File: config.mk
export PLATFORM = sky130hd
export DESIGN_NAME = most_and_least_repeated_value
export DESIGN_NICKNAME = d
export VERILOG_FILES = /design/src/mlr_pkg.sv /design/src/most_and_least_repeated_value.sv /design/src/mlr_ram.sv /design/src/mlr_ctrl.sv /design/src/mlr_dpath.sv
export SDC_FILE = /design/constraint.sdc
export NUM_CORES = 1
export LEC_CHECK = 0
export ABC_CLOCK_PERIOD_IN_PS = 5900
export BUFFER_PORTS_ARGS = -buffer_cell sky130_fd_sc_hd__buf_2
export CAP_MARGIN = 20
export CELL_PAD_IN_SITES_DETAIL_PLACEMENT = 0
export CELL_PAD_IN_SITES_GLOBAL_PLACEMENT = 1
export CORE_UTILIZATION = 30
export DETAILED_ROUTE_END_ITERATION = 10
export HOLD_SLACK_MARGIN = 0.12
export PLACE_DENSITY = 0.46
export SKIP_LAST_GASP = 1
export SYNTH_ARGS = -nofsm -noshare
export SYNTH_HDL_FRONTEND = slang
export SYNTH_SLANG_ARGS = --single-unit
File: constraint.sdc
create_clock -name clk -period 5.9 [get_ports clk]
set_input_delay 0.885 -clock clk [delete_from_list [all_inputs] [get_ports clk]]
set_output_delay 0.885 -clock clk [all_outputs]
set_load 0.03 [all_outputs]
File: src/mlr_pkg.sv
package mlr_pkg;

    // commands from the controller to the datapath
    typedef struct packed {
        logic take_in;    // latch request payload, rewind entry pointer
        logic taken_inc;  // count the request toward the set size
        logic drop;       // set is full, mark the drop
        logic rd_en;      // read table entry at the pointer
        logic k_inc;      // advance entry pointer
        logic wr_inc;     // bump count of the matched entry
        logic wr_new;     // append request value as a new entry
        logic scan_init;  // rewind pointer, reset running best values
        logic acc_step;   // fold the entry just read into the best values
        logic out_load;   // load result register, clear the set
    } mlr_cmd_t;

    // status from the datapath to the controller
    typedef struct packed {
        logic full;       // set already holds the maximum number of items
        logic used_zero;  // table is empty
        logic k_last;     // pointer is at the last used entry
        logic match;      // entry just read holds the request value
        logic last;       // latched request closes the set
        logic out_free;   // result register can take a new result
    } mlr_sts_t;

endpackage

File: src/most_and_least_repeated_value.sv
// Most and least repeated value of a data set. Values arrive one request at a
// time on the in channel; the request with last high closes the set. The block
// keeps a table of distinct values in order of first appearance with their
// counts, in a single-port-read RAM of MAX_ITEMS words. On the closing request
// it sends one result: the most frequent value (earliest on ties) and the least
// frequent value among those seen at least twice (earliest on ties), each with
// its count and a found flag, plus overflow when requests beyond MAX_ITEMS in
// this set were dropped. The table is then emptied for the next set.
// Flow: one request at a time, taken only while the sequencer is idle. A
// request walks the table entry by entry through the one registered RAM read
// port, reading then comparing each entry, and appends a value not yet in the
// table; a dropped request skips the search. The closing request then reads
// and folds in every distinct value for the final scan and loads the result
// register. The next set may start while a result waits on out_ready; a new
// result waits only if the previous one was not yet taken.
module most_and_least_repeated_value
    import mlr_pkg::*;
#(
    parameter int MAX_ITEMS  = 64,   // set size and table depth, 2..1024
    parameter int VALUE_BITS = 8     // width of value, 1..32
) (
    input  logic                           clk,
    input  logic                           rst_n,
    // request channel
    input  logic                           in_valid,
    output logic                           in_ready,
    input  logic [VALUE_BITS-1:0]          value,
    input  logic                           last,
    // result channel
    output logic                           out_valid,
    input  logic                           out_ready,
    output logic [VALUE_BITS-1:0]          most_value,
    output logic [$clog2(MAX_ITEMS+1)-1:0] most_count,
    output logic                           most_found,
    output logic [VALUE_BITS-1:0]          least_value,
    output logic [$clog2(MAX_ITEMS+1)-1:0] least_count,
    output logic                           least_found,
    output logic                           overflow
);

    // command and status between sequencer and datapath
    mlr_cmd_t cmd;
    mlr_sts_t sts;

    // sequencer: search, append, final scan and result load
    mlr_ctrl u_ctrl (
        .clk      (clk),
        .rst_n    (rst_n),
        .in_valid (in_valid),
        .in_ready (in_ready),
        .sts      (sts),
        .cmd      (cmd)
    );

    // datapath: table RAM, set counters, running best values, result register
    mlr_dpath #(
        .MAX_ITEMS  (MAX_ITEMS),
        .VALUE_BITS (VALUE_BITS)
    ) u_dpath (
        .clk         (clk),
        .rst_n       (rst_n),
        .cmd         (cmd),
        .sts         (sts),
        .value       (value),
        .last        (last),
        .out_valid   (out_valid),
        .out_ready   (out_ready),
        .most_value  (most_value),
        .most_count  (most_count),
        .most_found  (most_found),
        .least_value (least_value),
        .least_count (least_count),
        .least_found (least_found),
        .overflow    (overflow)
    );

endmodule

File: src/mlr_ram.sv
module mlr_ram #(
    parameter int WIDTH = 8,
    parameter int DEPTH = 64
) (
    input  logic                     clk,
    input  logic                     wr_en,
    input  logic [$clog2(DEPTH)-1:0] wr_addr,
    input  logic [WIDTH-1:0]         wr_data,
    input  logic                     rd_en,
    input  logic [$clog2(DEPTH)-1:0] rd_addr,
    output logic [WIDTH-1:0]         rd_data
);

    logic [WIDTH-1:0] mem [DEPTH];

    always_ff @(posedge clk)
    begin
        if (wr_en)
        begin
            mem[wr_addr] <= wr_data;
        end
        if (rd_en)
        begin
            rd_data <= mem[rd_addr];
        end
    end

endmodule

File: src/mlr_ctrl.sv
module mlr_ctrl
    import mlr_pkg::*;
(
    input  logic     clk,
    input  logic     rst_n,
    input  logic     in_valid,
    output logic     in_ready,
    input  mlr_sts_t sts,
    output mlr_cmd_t cmd
);

    localparam logic [2:0] ST_IDLE     = 3'd0;
    localparam logic [2:0] ST_CHECK    = 3'd1;
    localparam logic [2:0] ST_SRCH_RD  = 3'd2;
    localparam logic [2:0] ST_SRCH_CMP = 3'd3;
    localparam logic [2:0] ST_APPEND   = 3'd4;
    localparam logic [2:0] ST_SCAN_RD  = 3'd5;
    localparam logic [2:0] ST_SCAN_ACC = 3'd6;
    localparam logic [2:0] ST_EMIT     = 3'd7;

    logic [2:0] state_reg;
    logic [2:0] state_next;

    assign in_ready = (state_reg == ST_IDLE);

    always_comb
    begin
        state_next = state_reg;
        cmd        = '0;
        case (state_reg)
            ST_IDLE:
            begin
                if (in_valid)
                begin
                    cmd.take_in = 1'b1;
                    state_next  = ST_CHECK;
                end
            end
            ST_CHECK:
            begin
                if (sts.full)
                begin
                    cmd.drop = 1'b1;
                    if (sts.last)
                    begin
                        cmd.scan_init = 1'b1;
                        state_next    = ST_SCAN_RD;
                    end
                    else
                    begin
                        state_next = ST_IDLE;
                    end
                end
                else
                begin
                    cmd.taken_inc = 1'b1;
                    state_next    = sts.used_zero ? ST_APPEND : ST_SRCH_RD;
                end
            end
            ST_SRCH_RD:
            begin
                cmd.rd_en  = 1'b1;
                state_next = ST_SRCH_CMP;
            end
            ST_SRCH_CMP:
            begin
                if (sts.match)
                begin
                    cmd.wr_inc = 1'b1;
                    if (sts.last)
                    begin
                        cmd.scan_init = 1'b1;
                        state_next    = ST_SCAN_RD;
                    end
                    else
                    begin
                        state_next = ST_IDLE;
                    end
                end
                else if (sts.k_last)
                begin
                    state_next = ST_APPEND;
                end
                else
                begin
                    cmd.k_inc  = 1'b1;
                    state_next = ST_SRCH_RD;
                end
            end
            ST_APPEND:
            begin
                cmd.wr_new = 1'b1;
                if (sts.last)
                begin
                    cmd.scan_init = 1'b1;
                    state_next    = ST_SCAN_RD;
                end
                else
                begin
                    state_next = ST_IDLE;
                end
            end
            ST_SCAN_RD:
            begin
                cmd.rd_en  = 1'b1;
                state_next = ST_SCAN_ACC;
            end
            ST_SCAN_ACC:
            begin
                cmd.acc_step = 1'b1;
                if (sts.k_last)
                begin
                    state_next = ST_EMIT;
                end
                else
                begin
                    cmd.k_inc  = 1'b1;
                    state_next = ST_SCAN_RD;
                end
            end
            ST_EMIT:
            begin
                if (sts.out_free)
                begin
                    cmd.out_load = 1'b1;
                    state_next   = ST_IDLE;
                end
            end
            default:
            begin
                state_next = ST_IDLE;
            end
        endcase
    end

    always_ff @(posedge clk or negedge rst_n)
    begin
        if (!rst_n)
        begin
            state_reg <= ST_IDLE;
        end
        else
        begin
            state_reg <= state_next;
        end
    end

endmodule

File: src/mlr_dpath.sv
module mlr_dpath
    import mlr_pkg::*;
#(
    parameter int MAX_ITEMS  = 64,
    parameter int VALUE_BITS = 8
) (
    input  logic                               clk,
    input  logic                               rst_n,
    input  mlr_cmd_t                           cmd,
    output mlr_sts_t                           sts,
    input  logic [VALUE_BITS-1:0]              value,
    input  logic                               last,
    output logic                               out_valid,
    input  logic                               out_ready,
    output logic [VALUE_BITS-1:0]              most_value,
    output logic [$clog2(MAX_ITEMS+1)-1:0]     most_count,
    output logic                               most_found,
    output logic [VALUE_BITS-1:0]              least_value,
    output logic [$clog2(MAX_ITEMS+1)-1:0]     least_count,
    output logic                               least_found,
    output logic                               overflow
);

    localparam int CNT_W  = $clog2(MAX_ITEMS + 1);
    localparam int IDX_W  = $clog2(MAX_ITEMS);
    localparam int WORD_W = VALUE_BITS + CNT_W;
    localparam logic [CNT_W-1:0] MAX_CNT = CNT_W'(MAX_ITEMS);
    localparam logic [CNT_W-1:0] ONE_CNT = CNT_W'(1);

    // request latch and table bookkeeping
    logic [VALUE_BITS-1:0] value_reg, value_next;
    logic                  last_reg, last_next;
    logic [IDX_W-1:0]      k_reg, k_next;
    logic [CNT_W-1:0]      used_reg, used_next;
    logic [CNT_W-1:0]      taken_reg, taken_next;
    logic                  dropped_reg, dropped_next;

    // running best values of the final scan
    logic [VALUE_BITS-1:0] most_v_reg, most_v_next;
    logic [CNT_W-1:0]      most_c_reg, most_c_next;
    logic [VALUE_BITS-1:0] least_v_reg, least_v_next;
    logic [CNT_W-1:0]      least_c_reg, least_c_next;
    logic                  least_ok_reg, least_ok_next;

    // result register
    logic                  out_valid_reg, out_valid_next;
    logic [VALUE_BITS-1:0] o_most_v_reg, o_most_v_next;
    logic [CNT_W-1:0]      o_most_c_reg, o_most_c_next;
    logic [VALUE_BITS-1:0] o_least_v_reg, o_least_v_next;
    logic [CNT_W-1:0]      o_least_c_reg, o_least_c_next;
    logic                  o_least_ok_reg, o_least_ok_next;
    logic                  o_ovf_reg, o_ovf_next;

    // table memory, one word per distinct value: {value, count}
    logic              wr_en;
    logic [IDX_W-1:0]  wr_addr;
    logic [WORD_W-1:0] wr_data;
    logic [WORD_W-1:0] rd_data;
    logic [VALUE_BITS-1:0] rd_val;
    logic [CNT_W-1:0]      rd_cnt;

    assign rd_val = rd_data[WORD_W-1:CNT_W];
    assign rd_cnt = rd_data[CNT_W-1:0];

    assign wr_en   = cmd.wr_inc | cmd.wr_new;
    assign wr_addr = cmd.wr_new ? used_reg[IDX_W-1:0] : k_reg;
    assign wr_data = cmd.wr_new ? {value_reg, ONE_CNT} : {value_reg, rd_cnt + ONE_CNT};

    mlr_ram #(
        .WIDTH (WORD_W),
        .DEPTH (MAX_ITEMS)
    ) u_table (
        .clk     (clk),
        .wr_en   (wr_en),
        .wr_addr (wr_addr),
        .wr_data (wr_data),
        .rd_en   (cmd.rd_en),
        .rd_addr (k_reg),
        .rd_data (rd_data)
    );

    always_comb
    begin
        sts.full      = (taken_reg == MAX_CNT);
        sts.used_zero = (used_reg == '0);
        sts.k_last    = (CNT_W'(k_reg) == used_reg - ONE_CNT);
        sts.match     = (rd_val == value_reg);
        sts.last      = last_reg;
        sts.out_free  = !out_valid_reg || out_ready;
    end

    always_comb
    begin
        value_next   = cmd.take_in ? value : value_reg;
        last_next    = cmd.take_in ? last : last_reg;
        k_next       = k_reg;
        used_next    = used_reg;
        taken_next   = taken_reg;
        dropped_next = dropped_reg;

        if (cmd.take_in || cmd.scan_init)
        begin
            k_next = '0;
        end
        else if (cmd.k_inc)
        begin
            k_next = k_reg + IDX_W'(1);
        end

        if (cmd.taken_inc)
        begin
            taken_next = taken_reg + ONE_CNT;
        end
        if (cmd.wr_new)
        begin
            used_next = used_reg + ONE_CNT;
        end
        if (cmd.drop)
        begin
            dropped_next = 1'b1;
        end
        // result is out, start a fresh set
        if (cmd.out_load)
        begin
            used_next    = '0;
            taken_next   = '0;
            dropped_next = 1'b0;
        end
    end

    always_comb
    begin
        most_v_next   = most_v_reg;
        most_c_next   = most_c_reg;
        least_v_next  = least_v_reg;
        least_c_next  = least_c_reg;
        least_ok_next = least_ok_reg;
        if (cmd.scan_init)
        begin
            most_v_next   = '0;
            most_c_next   = '0;
            least_v_next  = '0;
            least_c_next  = '0;
            least_ok_next = 1'b0;
        end
        else if (cmd.acc_step)
        begin
            // strict compares keep the earliest entry on ties
            if (rd_cnt > most_c_reg)
            begin
                most_v_next = rd_val;
                most_c_next = rd_cnt;
            end
            if ((rd_cnt > ONE_CNT) && (!least_ok_reg || (rd_cnt < least_c_reg)))
            begin
                least_v_next  = rd_val;
                least_c_next  = rd_cnt;
                least_ok_next = 1'b1;
            end
        end
    end

    always_comb
    begin
        out_valid_next  = out_valid_reg;
        o_most_v_next   = o_most_v_reg;
        o_most_c_next   = o_most_c_reg;
        o_least_v_next  = o_least_v_reg;
        o_least_c_next  = o_least_c_reg;
        o_least_ok_next = o_least_ok_reg;
        o_ovf_next      = o_ovf_reg;
        if (cmd.out_load)
        begin
            out_valid_next  = 1'b1;
            o_most_v_next   = most_v_reg;
            o_most_c_next   = most_c_reg;
            o_least_v_next  = least_v_reg;
            o_least_c_next  = least_c_reg;
            o_least_ok_next = least_ok_reg;
            o_ovf_next      = dropped_reg;
        end
        else if (out_ready)
        begin
            out_valid_next = 1'b0;
        end
    end

    always_ff @(posedge clk or negedge rst_n)
    begin
        if (!rst_n)
        begin
            used_reg      <= '0;
            taken_reg     <= '0;
            dropped_reg   <= 1'b0;
            out_valid_reg <= 1'b0;
            k_reg         <= '0;
            least_ok_reg  <= 1'b0;
        end
        else
        begin
            used_reg      <= used_next;
            taken_reg     <= taken_next;
            dropped_reg   <= dropped_next;
            out_valid_reg <= out_valid_next;
            k_reg         <= k_next;
            least_ok_reg  <= least_ok_next;
        end
    end

    always_ff @(posedge clk)
    begin
        value_reg      <= value_next;
        last_reg       <= last_next;
        most_v_reg     <= most_v_next;
        most_c_reg     <= most_c_next;
        least_v_reg    <= least_v_next;
        least_c_reg    <= least_c_next;
        o_most_v_reg   <= o_most_v_next;
        o_most_c_reg   <= o_most_c_next;
        o_least_v_reg  <= o_least_v_next;
        o_least_c_reg  <= o_least_c_next;
        o_least_ok_reg <= o_least_ok_next;
        o_ovf_reg      <= o_ovf_next;
    end

    assign out_valid   = out_valid_reg;
    assign most_value  = o_most_v_reg;
    assign most_count  = o_most_c_reg;
    assign most_found  = (o_most_c_reg > ONE_CNT);
    assign least_value = o_least_v_reg;
    assign least_count = o_least_c_reg;
    assign least_found = o_least_ok_reg;
    assign overflow    = o_ovf_reg;

endmodule

Yosys cells after proc, flatten, opt, wreduce, memory -nomap -nowiden
Memories as Yosys holds them, arrays and structs flattened. A register that Yosys moved wholly into a read port is not among the register bits.
Index checks and enable logic that the tools add are counted.
{"block": "classes", "n_mux": 45, "reduce_logical": 20, "n_eq_ne": 12, "order_cmp": 4, "add_sub_neg": 5, "bitwise": 1}
{"cell": "7-bit two-way mux", "count": 5}
{"cell": "1-bit two-way mux", "count": 25}
{"cell": "3-bit one-hot mux with 8 select lines", "count": 1}
{"cell": "7-bit by 1-bit adder with 7-bit output, second input constant", "count": 3}
{"cell": "3-bit two-way mux", "count": 7}
{"cell": "6-bit two-way mux", "count": 3}
{"cell": "7-bit by 1-bit > comparator with 1-bit output, second input constant", "count": 2}
{"cell": "2-bit nonzero test", "count": 7}
{"cell": "3-bit == test, second input constant", "count": 4}
{"cell": "8-bit == test", "count": 1}
{"cell": "2-bit AND reduction", "count": 4}
{"cell": "6-bit by 7-bit == test with 1-bit output", "count": 1}
{"cell": "7-bit == test, second input constant", "count": 1}
{"cell": "7-bit > comparator", "count": 1}
{"cell": "7-bit zero test", "count": 1}
{"cell": "7-bit < comparator", "count": 1}
{"cell": "7-bit by 1-bit subtractor with 7-bit output, second input constant", "count": 1}
{"cell": "6-bit by 1-bit adder with 6-bit output, second input constant", "count": 1}
{"cell": "3-bit by 2-bit == test with 1-bit output, second input constant", "count": 2}
{"cell": "2-bit two-way mux", "count": 2}
{"cell": "2-bit != test, second input constant", "count": 2}
{"cell": "3-bit by 1-bit == test with 1-bit output, second input constant", "count": 1}
{"cell": "3-bit zero test", "count": 1}
{"cell": "1-bit logical OR", "count": 3}
{"cell": "other kinds (6)", "count": 7}
{"block": "totals", "output_inout_bits": 35, "elab_cells": 107, "n_memories": 1, "ram_bits": 960, "input_bits": 13, "ff_bits": 97}
{"name": "u_dpath.u_table.mem", "words": 64, "word_bits": 15, "read_ports": 1, "rd_clocked_by_memory_dff": 1, "wr": 1, "line_no": "mlr_ram.sv:14", "text": "logic [WIDTH-1:0] mem [DEPTH];"}

Depth between registers and ports, before layout
Gate-level depths: netlist of the first run.
{"block": "logic_depth", "word_depth": 7, "mapped_depth": 11, "depth_no_buf": 8}

Modules after synthesis
From an unflattened synthesis of the first run, not the netlist that was laid out.
{"block": "hier_totals", "cells_unflattened": 2070, "area_unflattened_um2": 42049.1}
{"mod": "mlr_ram", "n_inst": 1, "seq_area_each_um2": 29278.1, "area_each_um2": 37339.6, "cells_per_inst": 1638}
{"mod": "mlr_dpath", "n_inst": 1, "seq_area_each_um2": 2407.3, "area_each_um2": 4376.7, "cells_per_inst": 383}
{"mod": "mlr_ctrl", "n_inst": 1, "seq_area_each_um2": 75.1, "area_each_um2": 332.8, "cells_per_inst": 49}

Least setup slack after synthesis of the first run
No wires, ideal clock.
{"block": "synth_path", "path_kind": "register to register", "from": "register u_ctrl.state_reg[0]", "to": "memory u_dpath.u_table.mem[0][3] in the netlist's numbering, data pin", "setup_ns": 0.499, "stages_incl_launch_ff": 7, "slack_ns": 2.742, "arrival_ns": 2.659, "path_buffers": 3, "period_less_slack_ns": 3.158, "t_required_ns": 5.401, "path_cell_list": "dfrtp_1 -> buf_2 -> nor2_1 -> and2_1 -> clkbuf_1 -> buf_1 -> nor2_1"}
{"block": "synth_between", "elab_chain_len": 3}
{"element": "start: declaration", "line_no": "mlr_ctrl.sv:21", "text": "logic [2:0] state_reg;"}
{"element": "start signal: assignment", "line_no": "mlr_ctrl.sv:144", "text": "state_reg <= state_next;"}
{"element": "3-bit == test", "line_no": "mlr_ctrl.sv:30", "text": "case (state_reg)"}
{"element": "1-bit two-way mux", "line_no": "mlr_ctrl.sv:30"}
{"element": "7-bit two-way mux", "line_no": "mlr_dpath.sv:67", "text": "assign wr_data = cmd.wr_new ? {value_reg, ONE_CNT} : {value_reg, rd_cnt + ONE_CNT};"}
{"element": "named net u_dpath.u_table.wr_data[3]", "line_no": "mlr_ram.sv:8", "text": "input logic [WIDTH-1:0] wr_data,"}
{"element": "end: declaration", "line_no": "mlr_ram.sv:14"}
The timed path passes the listed nets, and every way through them passes these cells.

==> metrics.md, run 1 <==
| Metric | Value |
|---|---|
| Post-Syn Instances | `1969` |
| Num CTS Buffers | `116` |
| Pint | `0.0129 W` |
| Die H | `376 µm` |
| Area of the die | `0.141 mm²` |
| Area of the multi-input gates | `0.00959 mm²` |
| CTS tree | `built` |
| Fmax achieved | `261 MHz` |
| Slew headroom | `0.150` |
| Sw frac | `0.187` |
| Nature of the critical path startpoint | `flop` |
| RR Endpoint | `u_dpath.u_table.rd_data[2]$_DFFE_PP_` |
| Antenna-violating nets left | `0` |
| Nets | `2179` |
| Placer Congestion | `0.730` |
| Global route total overflow | `0` |
| Worst skew pair latency | `0.71 ns` |
| Fraction of registers with async set/reset | `0.0243` |
| R2r startpoint | `u_dpath.k_reg[0]$_DFFE_PN0P_` |
| Vias/cell | `4.88` |
| Non-Filler Instances | `4105` |
| Comb pwr share | `0.001` |
| CP endpoint | `u_dpath.u_table.rd_data[2]$_DFFE_PP_` |
| Total track usage | `0.161` |
| RSZ-0062 raised after global routing | `no` |
| Starting density of the core | `0.303` |
| Worst-path maximum fanout | `43` |
| DP Cell Count | `3890` |
| DRC | `0` |
| Crit path launch | `u_dpath.k_reg[0]$_DFFE_PN0P_` |
| Top_reg_cell synth | `edfxtp_1` |
| Unique cell type count in the Yosys netlist | `53` |
| Worst Tran Pin Value | `1.27 ns` |
| Resized cells post-CTS | `0` |
| Final worst-path cycle share | `0.651` |
| Hold_ws | `0.226 ns` |
| MaxCap Viol Count | `0` |
| Worst Path Required | `6.33 ns` |
| Worst vdd ir | `0.209 mV` |
| Die width | `376 µm` |
| Endpoints failing hold | `0` |
| Seq/Total Area, Yosys | `0.759` |
| Worst reg2reg path depth | `7` |
| Longest Clk Path Bufs | `3` |
| Synthesized flop and latch total | `1072` |
| Cts hold-fix bufs | `0` |
| Total clock sinks | `1072` |
| Synthesis-to-finish area growth | `16.9%` |
| CTS clk-pin slew, worst paths | `0.06 ns` |
| Register Area | `0.0318 mm²` |
| H-tree depth | `3` |
| CORE AREA | `0.138 mm²` |
| Pins Over Slew Limit | `0` |
| DP Wirelength | `63800 µm` |
| Minimum clock period | `3.84 ns` |
| Routed len/inst | `27.4 µm` |
| Switching pwr | `0.00296 W` |
| Initial DRC count | `1555` |
| Arr. time, crit path | `4.27 ns` |
| Top reg by flops | `u_dpath.u_table.mem` |
| Pin count of the biggest net entering global routing | `84` |
| I/O pins | `48` |
| Fill cell count | `12700` |
| Number of port buffers | `47` |
| Antenna violations before repair | `1` |
| Fraction of layout cells with a size suffix above 1 | `0.282` |
| Setup bufs post-CTS | `0` |
| Final clock skew | `0.0184 ns` |
| Post-Route WL | `112000 µm` |
| Vias in the first global route | `21000` |
| FP Rows | `136` |
| Max FFs per register | `960` |
| Detailed Routing Iterations Pass 1 | `6` |
| Global-route wire length before repair | `160000 µm` |
| Setup TNS | `0 ns` |
| Synth Area per Inst | `21.3 µm²` |
| Endpoint type of the worst setup path | `flop` |
| Worst Path Class, Setup | `reg2reg` |
| Reg2Reg Setup Slack | `2.06 ns` |
| Routed vias | `20000` |
| Seq pwr share | `0.519` |
| Setup violations, final | `0` |
| Hold Crit Class | `in2async` |
| CTS Root Cell | `clkbuf_16` |
| Clock power share | `0.481` |
| Pleak | `14.5 nW` |
| PD cells | `323 mW/mm²` |
| Syn Nets | `2003` |
| Post-synth EDFFs | `1016` |
| Yosys warns | `0` |
| Most common cell after layout, fill and taps aside | `edfxtp_1` |
| Commonest non-fill, non-tap cells in the layout | `1016 x edfxtp_1, 280 x mux4_2, 119 x clkbuf_16` |
| Final core occ | `0.355` |
| Area of the mapped netlist | `0.0419 mm²` |
| Run status | `finished clean` |
| Regs by FF count | `u_dpath.u_table.mem x960, u_dpath.u_table.rd_data x15` |
==> worst min-delay path by stage <==
stage                                        to  cells after the start
6_report        u_ctrl.state_reg[0]$_DFFE_PN0P_                      1
5_1_grt         u_ctrl.state_reg[0]$_DFFE_PN0P_                      1
4_1_cts            u_dpath.k_reg[0]$_DFFE_PN0P_                      1
3_5_place_dp    u_dpath.most_value[4]$_DFFE_PP_                      0
3_3_place_gp    u_dpath.most_value[3]$_DFFE_PP_                      0
2_1_floorplan  u_dpath.least_value[0]$_DFFE_PP_                      0
==> critical path, cell delays in order (launching register included) <==
cell and delay (ns):
dfrtp_4 1.07, buf_12 0.37, buf_4 0.49, mux4_2 0.57
mux4_2 0.54, mux2_2 0.28, nand2_1 0.06, o21ai_1 0.06
==> layout make-up <==
cell class              count  area share
inverters                  22     0.00169
repair buffers            158      0.0233
multi-input cells         775       0.196
well taps                1863      0.0476
clock inverters            81      0.0199
clock buffers             132      0.0619
flip-flops and latches   1072       0.649
diodes                      2    0.000102
==> metrics by stage <==
stage               instance area [µm²]  setup slack [ns]  total power (W)
floorplan                         41900              2.74          0.00836
global placement                  44900             0.829          0.00837
detailed placement                44900              1.94          0.00837
CTS                               48900              1.93           0.0160
global route                      48900              1.79           0.0163
finish                            48900              2.06           0.0158
==> power by group through the flow <==
stage / clock network [W] / logic (W) / registers, W
after floorplan: 0 / 0.000000243 / 0.00836
after global placement: 0 / 0.00000894 / 0.00836
after detailed placement: 0 / 0.00000911 / 0.00836
after CTS: 0.00782 / 0.00000945 / 0.00820
after global routing: 0.00808 / 0.0000101 / 0.00819
final: 0.00760 / 0.00000888 / 0.00820
==> logic make-up (layout without fill, tap and decap cells) <==
logic type | Yosys count | after routing | share of synthesized area
DFF | 1072 | 1072 | 0.759
muxes | 356 | 356 | 0.169
and+or+nand+nor | 265 | 265 | 0.0283
buffers and inverters | 122 | 393 | 0.0138
AOI/OAI and AO/OA | 107 | 107 | 0.0184
xor gates and xnor gates | 26 | 26 | 0.00544
adders and majority gates | 21 | 21 | 0.00628
other | 0 | 2 | 0
==> Yosys cell counts, types with 21 or more instances <==
| master | instances | area share |
|---|---|---|
| edfxtp_1 | 1016 | 0.73 |
| mux4_2 | 280 | 0.15 |
| nor2_1 | 125 | 0.011 |
| mux2i_1 | 72 | 0.017 |
| nand2_1 | 58 | 0.0052 |
| buf_2 | 31 | 0.0037 |
| clkbuf_1 | 31 | 0.0028 |
| dfxtp_1 | 30 | 0.014 |
| dfrtp_1 | 26 | 0.016 |
| buf_1 | 23 | 0.0021 |
| inv_1 | 22 | 0.0020 |
| ha_1 | 21 | 0.0063 |
==> layer usage <==
metal  vias to the layer above  GRT usage  part of all wire
met5                         -          0                 0
met2                       440      0.265              0.49
met4                         0     0.0477             0.022
met1                     10900      0.221              0.45
li1                       8520          -                 -
met3                       133     0.0210             0.040
Power figures use the tool's default switching activity.
==> run 2, diff against run 1 <==
Settings changed: ABC_CLOCK_PERIOD_IN_PS 5900 to 3200, PLACE_DENSITY 0.46 to 0.47.
Clock period 5.9 ns to 3.2 ns, I/O delays scaled along.
==> metrics.md, run 2 (synthesis gave the netlist of run 1 again) <==
| Metric | Value |
|---|---|
| Run status | `complete, but fails checks` |
| Violated checks | `antenna violations` |
| MaxCap Viol Count | `0` |
| Worst Path Class, Setup | `reg2reg` |
| Die H | `376 µm` |
| Nets | `2259` |
| Top reg by flops | `u_dpath.u_table.mem` |
| Worst skew pair latency | `0.72 ns` |
| Slew headroom | `0.361` |
| Routed len/inst | `26.2 µm` |
| Cts hold-fix bufs | `12` |
| Final worst-path cycle share | `0.936` |
| Setup bufs post-CTS | `0` |
| Post-Route WL | `110000 µm` |
| Pint | `0.0224 W` |
| FP Rows | `136` |
| Vias/cell | `4.81` |
| Seq pwr share | `0.544` |
| CTS tree | `built` |
| Hold Crit Class | `in2async` |
| Fill cell count | `12700` |
| Endpoints failing hold | `0` |
| Antenna-violating nets left | `1` |
| Number of port buffers | `47` |
| Worst Tran Pin Value | `0.955 ns` |
| Arr. time, crit path | `3.44 ns` |
| Max FFs per register | `960` |
| Antenna violations before repair | `7` |
| Initial DRC count | `1637` |
| Total track usage | `0.157` |
| Nature of the critical path startpoint | `flop` |
| Worst vdd ir | `0.415 mV` |
| Worst-path maximum fanout | `37` |
| Vias in the first global route | `21100` |
| Commonest non-fill, non-tap cells in the layout | `1016 x edfxtp_1, 280 x mux4_2, 139 x buf_4` |
| Endpoint type of the worst setup path | `flop` |
| Total clock sinks | `1072` |
| I/O pins | `48` |
| Most common cell after layout, fill and taps aside | `edfxtp_1` |
| CTS Root Cell | `clkbuf_16` |
| H-tree depth | `3` |
| CTS clk-pin slew, worst paths | `0.06 ns` |
| DP Wirelength | `65200 µm` |
| Global-route wire length before repair | `158000 µm` |
| Fraction of layout cells with a size suffix above 1 | `0.297` |
| Pleak | `14.8 nW` |
| DP Cell Count | `3963` |
| Placer Congestion | `0.761` |
| Comb pwr share | `0.001` |
| Minimum clock period | `3.00 ns` |
| CORE AREA | `0.138 mm²` |
| Worst Path Required | `3.65 ns` |
| Sw frac | `0.195` |
| Global route total overflow | `0` |
| DRC | `0` |
| PD cells | `560 mW/mm²` |
| Resized cells post-CTS | `0` |
| Pin count of the biggest net entering global routing | `65` |
| Fmax achieved | `334 MHz` |
| Pins Over Slew Limit | `0` |
| R2r startpoint | `u_dpath.k_reg[0]$_DFFE_PN0P_` |
| RSZ-0062 raised after global routing | `no` |
| Detailed Routing Iterations Pass 1 | `5` |
| Final clock skew | `0.0399 ns` |
| Clock power share | `0.455` |
| Worst reg2reg path depth | `6` |
| Starting density of the core | `0.303` |
| Final instance area | `0.0496 mm²` |
| Die width | `376 µm` |
| Num CTS Buffers | `111` |
| Regs by FF count | `u_dpath.u_table.mem x960, u_dpath.u_table.rd_data x15` |
| Non-Filler Instances | `4188` |
| RR Endpoint | `u_dpath.u_table.rd_data[10]$_DFFE_PP_` |
| Switching pwr | `0.00542 W` |
| Reg2Reg Setup Slack | `0.20 ns` |
| Area after DPL | `0.0459 mm²` |
| Longest Clk Path Bufs | `3` |
| Routed vias | `20200` |
| Area of the die | `0.141 mm²` |
| Setup violations, final | `0` |
| Synthesis-to-finish area growth | `18.4%` |
==> run 2: changes by cell type in the layout (fill, tap and decap cells not counted), moves of 3 or more <==
cell,delta
a2111oi_0,+5
a2111oi_1,-3
buf_12,+36
buf_4,+37
bufinv_16,-14
clkbuf_1,+7
clkbuf_16,-7
clkbuf_8,+4
clkinv_2,+3
clkinvlp_4,-5
diode_2,+6
dlygate4sd3_1,+12
inv_6,+4
==> run 2: cell type report <==
| class | count | area, µm² | area share |
|---|---|---|---|
| flip-flops and latches | 1072 | 31800 | 0.641 |
| multi-input cells | 775 | 9570 | 0.193 |
| clock buffers | 136 | 2930 | 0.0592 |
| well taps | 1863 | 2330 | 0.0470 |
| repair buffers | 243 | 2250 | 0.0454 |
| clock inverters | 69 | 604 | 0.0122 |
| inverters | 22 | 82.6 | 0.00167 |
| diodes | 8 | 20.0 | 0.000404 |
==> run 2: critical path, cell delays in order, from the launching register on <==
cell and delay [ns]:
dfrtp_4 0.52, buf_12 0.21, buf_12 0.31, mux4_2 0.58, mux4_2 0.48, a22oi_1 0.44, o21ai_1 0.12
==> run 2: worst max-delay path by stage <==
| stage | startpoint | slack [ns] | to | cells after the start |
|---|---|---|---|---|
| floorplan | u_ctrl.state_reg[0]$_DFFE_PN0P_ | 0.04 | u_dpath.u_table.mem[0][3]$_DFFE_PP_ | 6 |
| global placement | u_dpath.k_reg[0]$_DFFE_PN0P_ | -0.14 | u_dpath.u_table.rd_data[11]$_DFFE_PP_ | 8 |
| detailed placement | u_dpath.k_reg[0]$_DFFE_PN0P_ | 0.11 | u_dpath.u_table.rd_data[10]$_DFFE_PP_ | 6 |
| CTS | u_dpath.k_reg[0]$_DFFE_PN0P_ | 0.09 | u_dpath.u_table.rd_data[10]$_DFFE_PP_ | 6 |
| global route | u_dpath.k_reg[0]$_DFFE_PN0P_ | 0.02 | u_dpath.u_table.rd_data[10]$_DFFE_PP_ | 6 |
| finish | u_dpath.k_reg[0]$_DFFE_PN0P_ | 0.20 | u_dpath.u_table.rd_data[10]$_DFFE_PP_ | 6 |
==> run 2: through the flow <==
step | total power, W | setup TNS (ns) | worst slack, ns | hold slack [ns] | utilization
finish | 0.0278 | 0 | 0.205 | 0.355 | 0.359
global route | 0.0286 | 0 | 0.0194 | 0.373 | 0.359
CTS | 0.0281 | 0 | 0.0937 | 0.322 | 0.359
detailed placement | 0.0154 | 0 | 0.109 | 0.416 | 0.333
global placement | 0.0154 | -0.136 | -0.136 | 0.416 | 0.332
floorplan | 0.0154 | 0 | 0.0418 | 0.184 | -
==> run 2: layer usage <==
metal,GRT usage,routed length (µm),part of all wire
met4,0.0434,2050,0.019
met1,0.213,48500,0.44
met3,0.0218,4470,0.041
met2,0.263,54600,0.50
met5,0,0,0
==> run 2: power groups by stage <==
stage,logic [W],clock network [W],registers (W)
finish,0.0000276,0.0126,0.0151
global route,0.0000305,0.0135,0.0151
CTS,0.0000284,0.0130,0.0151
detailed placement,0.0000163,0,0.0154
global placement,0.0000162,0,0.0154
floorplan,0.000000446,0,0.0154
